<file path="src/sv/gcc_pkg.sv">
// Shared constants, types and the helper function of the greedy contact colouring block.
package gcc_pkg;

    localparam int MAX_CONTACTS = 1024;
    localparam int MAX_COLOURS  = 64;
    localparam int BODY_BITS    = 16;

    localparam int IDX_W   = $clog2(MAX_CONTACTS);
    localparam int CNT_W   = $clog2(MAX_CONTACTS + 1);
    localparam int COL_W   = $clog2(MAX_COLOURS);
    localparam int CCNT_W  = $clog2(MAX_COLOURS + 1);
    localparam int ENTRY_W = 2 * BODY_BITS + COL_W;

    localparam int BODY_PORT_W   = 16;
    localparam int COLOUR_PORT_W = 6;
    localparam int CCNT_PORT_W   = 7;

    typedef enum logic [1:0] {
        STATUS_OK        = 2'd0,
        STATUS_EXHAUSTED = 2'd1,
        STATUS_FULL      = 2'd2
    } status_t;

    typedef struct packed {
        logic load;
        logic emit_full;
        logic rd_en;
        logic pick;
    } cmd_t;

    typedef struct packed {
        logic full;
        logic empty;
        logic last;
    } stat_t;

    typedef struct packed {
        logic             found;
        logic [COL_W-1:0] idx;
    } pick_t;

    function automatic pick_t first_free(input logic [MAX_COLOURS-1:0] taken);
        pick_t r;
        r.found = 1'b0;
        r.idx   = COL_W'(MAX_COLOURS - 1);
        for (int i = MAX_COLOURS - 1; i >= 0; i--)
        begin
            if (!taken[i])
            begin
                r.found = 1'b1;
                r.idx   = COL_W'(i);
            end
        end
        return r;
    endfunction

endpackage

</file>
<file path="src/sv/gcc_ctrl.sv">
// Controller state machine: accept, table scan, drain and colour pick sequencing.
module gcc_ctrl (
    input  logic          clk,
    input  logic          rst_n,
    input  logic          start,
    input  gcc_pkg::stat_t stat,
    output gcc_pkg::cmd_t  cmd,
    output logic          busy
);

    typedef enum logic [1:0] {
        ST_IDLE,
        ST_SCAN,
        ST_DRAIN,
        ST_PICK
    } state_t;

    state_t state_reg, state_next;
    logic   busy_reg, busy_next;
    logic   accept;

    assign accept = start && !busy_reg;

    always_comb
    begin
        state_next    = state_reg;
        busy_next     = busy_reg;
        cmd.load      = 1'b0;
        cmd.emit_full = 1'b0;
        cmd.rd_en     = 1'b0;
        cmd.pick      = 1'b0;
        unique case (state_reg)
            ST_IDLE:
            begin
                if (accept)
                begin
                    cmd.load = 1'b1;
                    priority if (stat.full)
                    begin
                        cmd.emit_full = 1'b1;
                    end
                    else if (stat.empty)
                    begin
                        state_next = ST_PICK;
                        busy_next  = 1'b1;
                    end
                    else
                    begin
                        state_next = ST_SCAN;
                        busy_next  = 1'b1;
                    end
                end
            end
            ST_SCAN:
            begin
                cmd.rd_en = 1'b1;
                if (stat.last)
                begin
                    state_next = ST_DRAIN;
                end
            end
            ST_DRAIN:
            begin
                state_next = ST_PICK;
            end
            ST_PICK:
            begin
                cmd.pick   = 1'b1;
                state_next = ST_IDLE;
                busy_next  = 1'b0;
            end
            default:
            begin
                state_next = ST_IDLE;
                busy_next  = 1'b0;
            end
        endcase
    end

    always_ff @(posedge clk or negedge rst_n)
    begin
        if (!rst_n)
        begin
            state_reg <= ST_IDLE;
            busy_reg  <= 1'b0;
        end
        else
        begin
            state_reg <= state_next;
            busy_reg  <= busy_next;
        end
    end

    assign busy = busy_reg;

endmodule

</file>
<file path="config.mk">
export PLATFORM = sky130hd
export DESIGN_NAME = gcc_ctrl
export DESIGN_NICKNAME = d
export VERILOG_FILES = /design/src/sv/gcc_pkg.sv /design/src/sv/gcc_ctrl.sv
export SDC_FILE = /design/constraint.sdc
export NUM_CORES = 1
export LEC_CHECK = 0
export ABC_AREA = 1
export BUFFER_PORTS_ARGS = -buffer_cell sky130_fd_sc_hd__buf_2
export CAP_MARGIN = 20
export CELL_PAD_IN_SITES_DETAIL_PLACEMENT = 1
export CELL_PAD_IN_SITES_GLOBAL_PLACEMENT = 1
export CORE_AREA = 3 3 40 42
export DETAILED_ROUTE_END_ITERATION = 6
export DIE_AREA = 0 0 43 45
export PLACE_DENSITY = 0.53
export SYNTH_ARGS = -nofsm -noshare
export SYNTH_HDL_FRONTEND = slang
export SYNTH_SLANG_ARGS = --single-unit
</file>
<file path="constraint.sdc">
create_clock -name clk -period 1.4 [get_ports clk]
set_input_delay 0.28 -clock clk [delete_from_list [all_inputs] [get_ports clk]]
set_output_delay 0.28 -clock clk [all_outputs]
set_load 0.01 [all_outputs]
</file>
==> impl_results.rst, run 1 <==
.. list-table::
   :header-rows: 1

   * - Metric
     - Value
   * - Outcome
     - finished clean
   * - Leakage power
     - 0.253 nW
   * - CP Data Arrival Time
     - 1.12 ns
   * - Initial antenna violation count
     - 0
   * - PnR Total Power
     - 0.00103 W
   * - Synthesized instance count
     - 38
   * - First-pass GRT wire length
     - 1.26 mm
   * - Fill cell count
     - 173
   * - Post-layout net count
     - 70
   * - Synth-to-Final Area Change
     - 72.2%
   * - Maxcap violations
     - 0
   * - Flip-flop count of the largest register after layout
     - 2
   * - Final Hold Violating Endpoints
     - 0
   * - Crit path time final
     - 1.40 ns
   * - Insertion delay to the later sink of the worst-skew pair
     - 0.24 ns
   * - WP data required
     - 1.12 ns
   * - Critical path type
     - flip-flop to output port
   * - Ratio of cells with drive above 1 in the final layout
     - 46.6%
   * - Routed vias
     - 306
   * - Master cell of the clock root buffer
     - sky130_fd_sc_hd__clkbuf_4
   * - Drc violations
     - 0
   * - Number of antenna-violating nets in the routed design
     - 0
   * - Proportion of synthesized chip area in sequential cells
     - 28.3%
   * - Max stage delay on crit path
     - 0.40 ns
   * - CTS HTree Levels
     - 1
   * - Post-synth net total
     - 49
   * - Starting DRT DRC Count
     - 2
   * - CTS tree
     - yes
   * - Synth top area cells
     - sky130_fd_sc_hd__dfrtp_1, sky130_fd_sc_hd__ha_1, sky130_fd_sc_hd__nand2_1
   * - Setup Skew
     - 0.0119 ns
   * - Initial cell density of the core
     - 20.6%
   * - Synth Register Bits
     - 3
   * - Cells along the critical path
     - inv_2 > ha_4 > inv_2 > nor3_2 > buf_2
   * - Die outline area
     - 1940 um2
   * - Final RePlAce weighted congestion
     - 0.692
   * - Worst min-delay path category
     - input pin to asynchronous set/reset pin
   * - Clock buffer depth
     - 2
   * - Total wire length
     - 801 um
   * - Vias in the first global route
     - 321
   * - Max stage delay cell, worst path
     - sky130_fd_sc_hd__dfrtp_1
   * - Site Rows
     - 13
   * - Element type at the critical path end
     - output port
   * - Setup-failing EPs final
     - 0
   * - Number of top-level pins
     - 11
   * - Num CTS Buffers
     - 3
   * - Cell area power density
     - 2260 nW/um2
   * - GRT Total Usage
     - 9.08%
   * - Count of inserted antenna diode cells
     - 0
   * - Cell area after technology mapping
     - 265 um2
   * - DP Wirelength
     - 563 um
   * - Number of placed instances with taps included
     - 66
   * - X dimension of the die
     - 43 um
   * - Die outline height
     - 45 um
   * - Number of pins exceeding their max-slew limit in the final report
     - 0
   * - Fmax achieved
     - 715 MHz
   * - Post-DR vias/cell
     - 4.19
   * - Number of synthesis warnings
     - 0
   * - Number of iterations in the first detailed-routing pass
     - 2
   * - Setup repair after global routing missed its margin
     - yes
   * - Slew margin rel.
     - 89.0%
   * - Largest voltage drop on the vdd net
     - 0.668 mV
   * - Total core area
     - 1280 um2
   * - Maximum number of pins on one net before global-route repair
     - 5
   * - Portion of synthesized cell area occupied by the leading cell type
     - 28.3%
   * - Avg Cell Area, Syn
     - 6.98 um2
   * - Clock sinks
     - 3
   * - Critical path's most frequent cell
     - sky130_fd_sc_hd__inv_2
   * - Cell type contributing the most total cell area after synthesis
     - sky130_fd_sc_hd__dfrtp_1
   * - Post-Layout Cell Count
     - 73
   * - Total global routing overflow
     - 0
   * - Wire length per cell
     - 11.0 um
   * - Distinct cell type count after synthesis
     - 12
   * - Slew of the pin with the lowest slew margin
     - 0.163 ns
   * - Period utilization
     - 99.9%
   * - Critical path fanouts, max
     - 2
   * - IO buf count
     - 10
   * - Crit path launch type
     - flip-flop
   * - Clk slew on worst S/H paths
     - 0.04 ns
## power breakdown
part           switching (W)  total, W  internal [W]
Sequential         0.0000315  0.000165      0.000133
Combinational       0.000364  0.000710      0.000347
Clock              0.0000519  0.000159      0.000107
Total               0.000447   0.00103      0.000587
## cell usage in the layout, fill, tap and decap left out
| cell type | count |
|---|---|
| sky130_fd_sc_hd__or2_1 | 1 |
| sky130_fd_sc_hd__clkbuf_1 | 1 |
| sky130_fd_sc_hd__buf_2 | 8 |
| sky130_fd_sc_hd__nand2_1 | 12 |
| sky130_fd_sc_hd__nand2_2 | 1 |
| sky130_fd_sc_hd__nand4_1 | 1 |
| sky130_fd_sc_hd__ha_2 | 1 |
| sky130_fd_sc_hd__dlygate4sd3_1 | 1 |
| sky130_fd_sc_hd__ha_4 | 2 |
| sky130_fd_sc_hd__dfrtp_1 | 3 |
| sky130_fd_sc_hd__nor2_1 | 1 |
| sky130_fd_sc_hd__nand3_1 | 4 |
| sky130_fd_sc_hd__buf_4 | 4 |
| sky130_fd_sc_hd__ha_1 | 2 |
| sky130_fd_sc_hd__buf_6 | 3 |
| sky130_fd_sc_hd__inv_2 | 4 |
| sky130_fd_sc_hd__o21ai_0 | 1 |
| sky130_fd_sc_hd__nor3_2 | 1 |
| sky130_fd_sc_hd__inv_1 | 4 |
| sky130_fd_sc_hd__clkbuf_4 | 3 |
## worst max-delay path: cells and delay by family, from the launching register on
family        cells  cell delay, ns
flops             1            0.40
fa+ha+maj         1            0.13
buf+inv           3            0.26
simple gates      1            0.08
## cell type report
cell class                      instances  area (um2)  area share [%]
Multi-Input combinational cell         27         193            42.2
Timing Repair Buffer                   16         114            24.9
Sequential cell                         3        75.1            16.4
Inverter                                8        30.0            6.58
Clock buffer                            4        26.3            5.75
Tap cell                               15        18.8            4.11
## logic make-up (layout without fill, tap and decap cells)
group | after synthesis | count (layout) | synth area share (%)
adder cells (fa/ha/maj) | 5 | 5 | 23.6
buffers and inverters | 8 | 28 | 11.3
AO/OA/AOI/OAI | 1 | 1 | 1.88
AND/OR/NAND/NOR | 21 | 21 | 34.9
flip-flops | 3 | 3 | 28.3
## Yosys cell counts
cell                      number
sky130_fd_sc_hd__inv_2         1
sky130_fd_sc_hd__inv_1         7
sky130_fd_sc_hd__o21ai_0       1
sky130_fd_sc_hd__nand2_2       1
sky130_fd_sc_hd__nor2_1        1
sky130_fd_sc_hd__or2_1         1
sky130_fd_sc_hd__nand4_1       1
sky130_fd_sc_hd__nor3_1        1
sky130_fd_sc_hd__nand3_1       4
sky130_fd_sc_hd__dfrtp_1       3
sky130_fd_sc_hd__nand2_1      12
sky130_fd_sc_hd__ha_1          5
## metrics by stage
| stage | instance area [um2] | TNS [ns] | util, % | setup WS [ns] | hold WS [ns] |
|---|---|---|---|---|---|
| final | 457 | 0 | 35.5 | 0.00141 | 0.385 |
| after global routing | 457 | -0.153 | 35.5 | -0.0826 | 0.408 |
| after CTS | 432 | 0 | 33.6 | 0.00958 | 0.375 |
| after detailed placement | 357 | 0 | 27.8 | 0.100 | 0.0856 |
| after global placement | 357 | 0 | 27.8 | 0.118 | 0.0831 |
| after floorplan | 265 | 0 | - | 0.0478 | -0.0156 |
## final timing paths
kind	cells past startpoint	end	from	slack, ns
setup reg to reg	6	state_reg[0]$_DFFE_PN0P_	state_reg[0]$_DFFE_PN0P_	0.13
hold reg to reg	4	busy$_DFFE_PN0P_	busy$_DFFE_PN0P_	0.59
min in group clk	5	busy$_DFFE_PN0P_	start	0.41
max in group asynchronous	2	state_reg[1]$_DFFE_PN0P_	rst_n	0.89
hold / removal	2	state_reg[0]$_DFFE_PN0P_	rst_n	0.39
setup / recovery	5	cmd[2]	state_reg[0]$_DFFE_PN0P_	0.001
## metal layers
metal  vias to the layer above  wire, um  GRT usage [%]
met5                         -         0              0
li1                        155         -              -
met2                         8       471           14.7
met3                         0        35           2.39
met4                         0         0           9.04
met1                       143       295           9.42
## what timing repair did
action | 4_1_cts | 5_1_grt
endpoints found under the setup margin | 2 | 3
pin swaps | 2 | 0
cloned | 0 | 0
endpoints found under the hold margin | 3 | 0
hold buffers | 1 | 0
gates resized for setup | 8 | 4
buffers inserted | 2 | 0
(Power assumes the default switching activity.)
==> inputs of run 2 (changes only) <==
--- a/config.mk
+++ b/config.mk
@@ -7,7 +7,6 @@
 export LEC_CHECK = 0
 export ABC_AREA = 1
 export BUFFER_PORTS_ARGS = -buffer_cell sky130_fd_sc_hd__buf_2
-export CAP_MARGIN = 20
 export CELL_PAD_IN_SITES_DETAIL_PLACEMENT = 1
 export CELL_PAD_IN_SITES_GLOBAL_PLACEMENT = 1
 export CORE_AREA = 3 3 40 42
==> constraint.sdc (replaced) <==
create_clock -name clk -period 1.7 [get_ports clk]
set_input_delay 0.34 -clock clk [delete_from_list [all_inputs] [get_ports clk]]
set_output_delay 0.34 -clock clk [all_outputs]
set_load 0.01 [all_outputs]
==> impl_results.rst, run 2 (synthesized netlist as in run 1, its figures left out) <==
.. list-table::
   :header-rows: 1

   * - Metric
     - Value
   * - GRT Total Usage
     - 8.33% (-0.75 points)
   * - Max stage delay cell, worst path
     - sky130_fd_sc_hd__dfrtp_1
   * - Starting DRT DRC Count
     - 0 (-2)
   * - Met3 wire length
     - 52 um (+49%)
   * - Clock sinks
     - 3 (unchanged)
   * - Final Hold Violating Endpoints
     - 0 (unchanged)
   * - Worst min-delay path category
     - input pin to asynchronous set/reset pin
   * - Flip-flop count of the largest register after layout
     - 2 (unchanged)
   * - Routed vias
     - 296 (-3.3%)
   * - Reg-to-reg slack, setup
     - 0.40 ns (+0.27 ns)
   * - Site Rows
     - 13 (unchanged)
   * - Commonest cells after routing, fill and taps aside
     - sky130_fd_sc_hd__nand2_1, sky130_fd_sc_hd__buf_2, sky130_fd_sc_hd__inv_1, sky130_fd_sc_hd__buf_4
   * - Total core area
     - 1280 um2 (unchanged)
   * - Slew margin rel.
     - 89.4% (+0.41 points)
   * - Cell area power density
     - 1840 nW/um2 (-19%)
   * - Initial antenna violation count
     - 0 (unchanged)
   * - Cells along the critical path
     - inv_2 > ha_2 > inv_1 > nor3_1 > buf_2
   * - Number of pins exceeding their max-slew limit in the final report
     - 0 (unchanged)
   * - X dimension of the die
     - 43 um (unchanged)
   * - DP Wirelength
     - 557 um (-1.0%)
   * - Final RePlAce weighted congestion
     - 0.666 (-3.8%)
   * - Endpoint of the most critical register-to-register path
     - state_reg[1]$_DFFE_PN0P_
   * - Post-layout net count
     - 70 (unchanged)
   * - Num CTS Buffers
     - 3 (unchanged)
   * - Number of top-level pins
     - 11 (unchanged)
   * - Element type at the critical path end
     - output port
   * - PnR Total Power
     - 0.000754 W (-27%)
   * - Critical path type
     - flip-flop to output port
   * - Number of iterations in the first detailed-routing pass
     - 1 (-1)
   * - Wire length per cell
     - 10.3 um (-6.1%)
   * - Logic pwr share
     - 63.5% (-5.2 points)
   * - Origin of the critical flop-to-flop path
     - state_reg[1]$_DFFE_PN0P_
   * - Highest routed layer
     - met3
   * - Wire length on met1
     - 274 um (-7.1%)
   * - Leading cell type in the layout, fill and taps excluded
     - sky130_fd_sc_hd__nand2_1
   * - Cell-internal power
     - 0.000422 W (-28%)
   * - IO buf count
     - 10 (unchanged)
   * - Fill cell count
     - 178 (+2.9%)
   * - CTS HTree Levels
     - 1 (unchanged)
   * - Maximum number of pins on one net before global-route repair
     - 5 (unchanged)
   * - Switching component of the power
     - 0.000332 W (-26%)
   * - Initial cell density of the core
     - 20.6% (unchanged)
   * - Period utilization
     - 95.5%
   * - Sequential Power Share
     - 19.4% (+3.5 points)
   * - Largest voltage drop on the vdd net
     - 0.461 mV (-31%)
   * - Crit path time final
     - 1.62 ns
   * - Count of inserted antenna diode cells
     - 0 (unchanged)
   * - Ratio of cells with drive above 1 in the final layout
     - 39.7% (-6.9 points)
   * - Slew of the pin with the lowest slew margin
     - 0.157 ns (-0.00611 ns)
   * - Post-route setup slack
     - 0.0757 ns (+0.0743 ns)
   * - Clock buffer depth
     - 2 (unchanged)
   * - Number of cells on the worst reg-to-reg path
     - 7 (+1)
   * - Crit path launch type
     - flip-flop
   * - WP data required
     - 1.36 ns (+0.24 ns)
   * - Max stage delay on crit path
     - 0.42 ns (+0.02 ns)
   * - First-pass GRT wire length
     - 1.13 mm (-9.9%)
   * - Critical path fanouts, max
     - 4 (+2)
   * - Total wire length
     - 752 um (-6.1%)
   * - Insertion delay to the later sink of the worst-skew pair
     - 0.24 ns (about the same)
   * - Drc violations
     - 0 (unchanged)
   * - Maxcap violations
     - 0 (unchanged)
   * - Synth-to-Final Area Change
     - 54.7%
   * - Routed wire length on met2
     - 425 um (-9.8%)
   * - Fmax achieved
     - 616 MHz
   * - Final sum of negative setup slack
     - 0 ns (unchanged)
   * - Master cell of the clock root buffer
     - sky130_fd_sc_hd__clkbuf_4
   * - Die outline height
     - 45 um (unchanged)
   * - Setup-failing EPs final
     - 0 (unchanged)
   * - Clock Power Share
     - 17.2% (+1.8 points)
   * - Fraction of power spent switching nets
     - 44.0% (+0.80 points)
   * - Worst slack, placed
     - 0.196 ns (+0.0962 ns)
   * - Setup Skew
     - 0.00630 ns (-0.00564 ns)
   * - CP Data Arrival Time
     - 1.28 ns (+0.16 ns)
   * - Post-DR vias/cell
     - 4.05 (-3.3%)
   * - Leakage power
     - 0.249 nW (-1.6%)
   * - Clk slew on worst S/H paths
     - 0.04 ns (about the same)
   * - Vias in the first global route
     - 283 (-12%)
   * - Outcome
     - finished clean
   * - Number of antenna-violating nets in the routed design
     - 0 (unchanged)
   * - Die outline area
     - 1940 um2 (unchanged)
   * - Total global routing overflow
     - 0 (unchanged)
   * - CTS tree
     - yes
-- run 2: per-layer routing --
| layer | global-route usage, % | vias to the layer above |
|---|---|---|
| met2 | 13.2 | 8 |
| li1 | - | 155 |
| met1 | 8.21 | 133 |
| met3 | 3.98 | 0 |
| met5 | 0 | - |
| met4 | 7.23 | 0 |
-- run 2: through the flow --
stage,hold WS (ns),instances,utilization (%),cell area [um2]
after floorplan,0.0444,38,-,265
after global placement,0.141,63,26.0,334
after detailed placement,0.144,63,26.0,334
after CTS,0.425,69,29.6,380
after global routing,0.444,73,31.9,410
final,0.435,73,31.9,410
-- run 2: repair_timing --
item / CTS / global route
endpoints found under the setup margin: 1 / 1
resized for setup: 1 / 2
gates cloned: 0 / 0
hold endpoints to repair: 3 / 0
hold buffers: 1 / 0
pin swaps: 1 / 0
buffers inserted: 1 / 4
-- run 2: worst max-delay path, delay by kind of cell, from the launching register on --
| family | cells | cell delay, ns |
|---|---|---|
| buf+inv | 3 | 0.29 |
| simple gates | 1 | 0.16 |
| flops | 1 | 0.42 |
| fa+ha+maj | 1 | 0.18 |
-- run 2: power by group through the flow --
| stage | sequential, W | combinational [W] | clock, W |
|---|---|---|---|
| after floorplan | 0.000143 | 0.000269 | 0 |
| after global placement | 0.000142 | 0.000383 | 0 |
| after detailed placement | 0.000144 | 0.000385 | 0 |
| after CTS | 0.000143 | 0.000415 | 0.000135 |
| after global routing | 0.000151 | 0.000553 | 0.000145 |
| final | 0.000146 | 0.000478 | 0.000130 |
-- run 2: area by class of cell --
class	count	area (um2)	share of cell area, %
Multi-Input combinational cell	27	163	39.6
Timing Repair Buffer	16	97.6	23.8
Clock buffer	4	26.3	6.40
Tap cell	15	18.8	4.57
Inverter	8	30.0	7.32
Sequential cell	3	75.1	18.3
-- run 2: how the worst max path moves through the flow --
stage | startpoint | endpoint | cells past startpoint
final | state_reg[1]$_DFFE_PN0P_ | cmd[2] | 5
after global routing | state_reg[1]$_DFFE_PN0P_ | cmd[2] | 5
after CTS | state_reg[0]$_DFFE_PN0P_ | cmd[2] | 5
after detailed placement | state_reg[0]$_DFFE_PN0P_ | cmd[2] | 5
after global placement | state_reg[1]$_DFFE_PN0P_ | cmd[2] | 5
after floorplan | state_reg[0]$_DFFE_PN0P_ | cmd[2] | 4
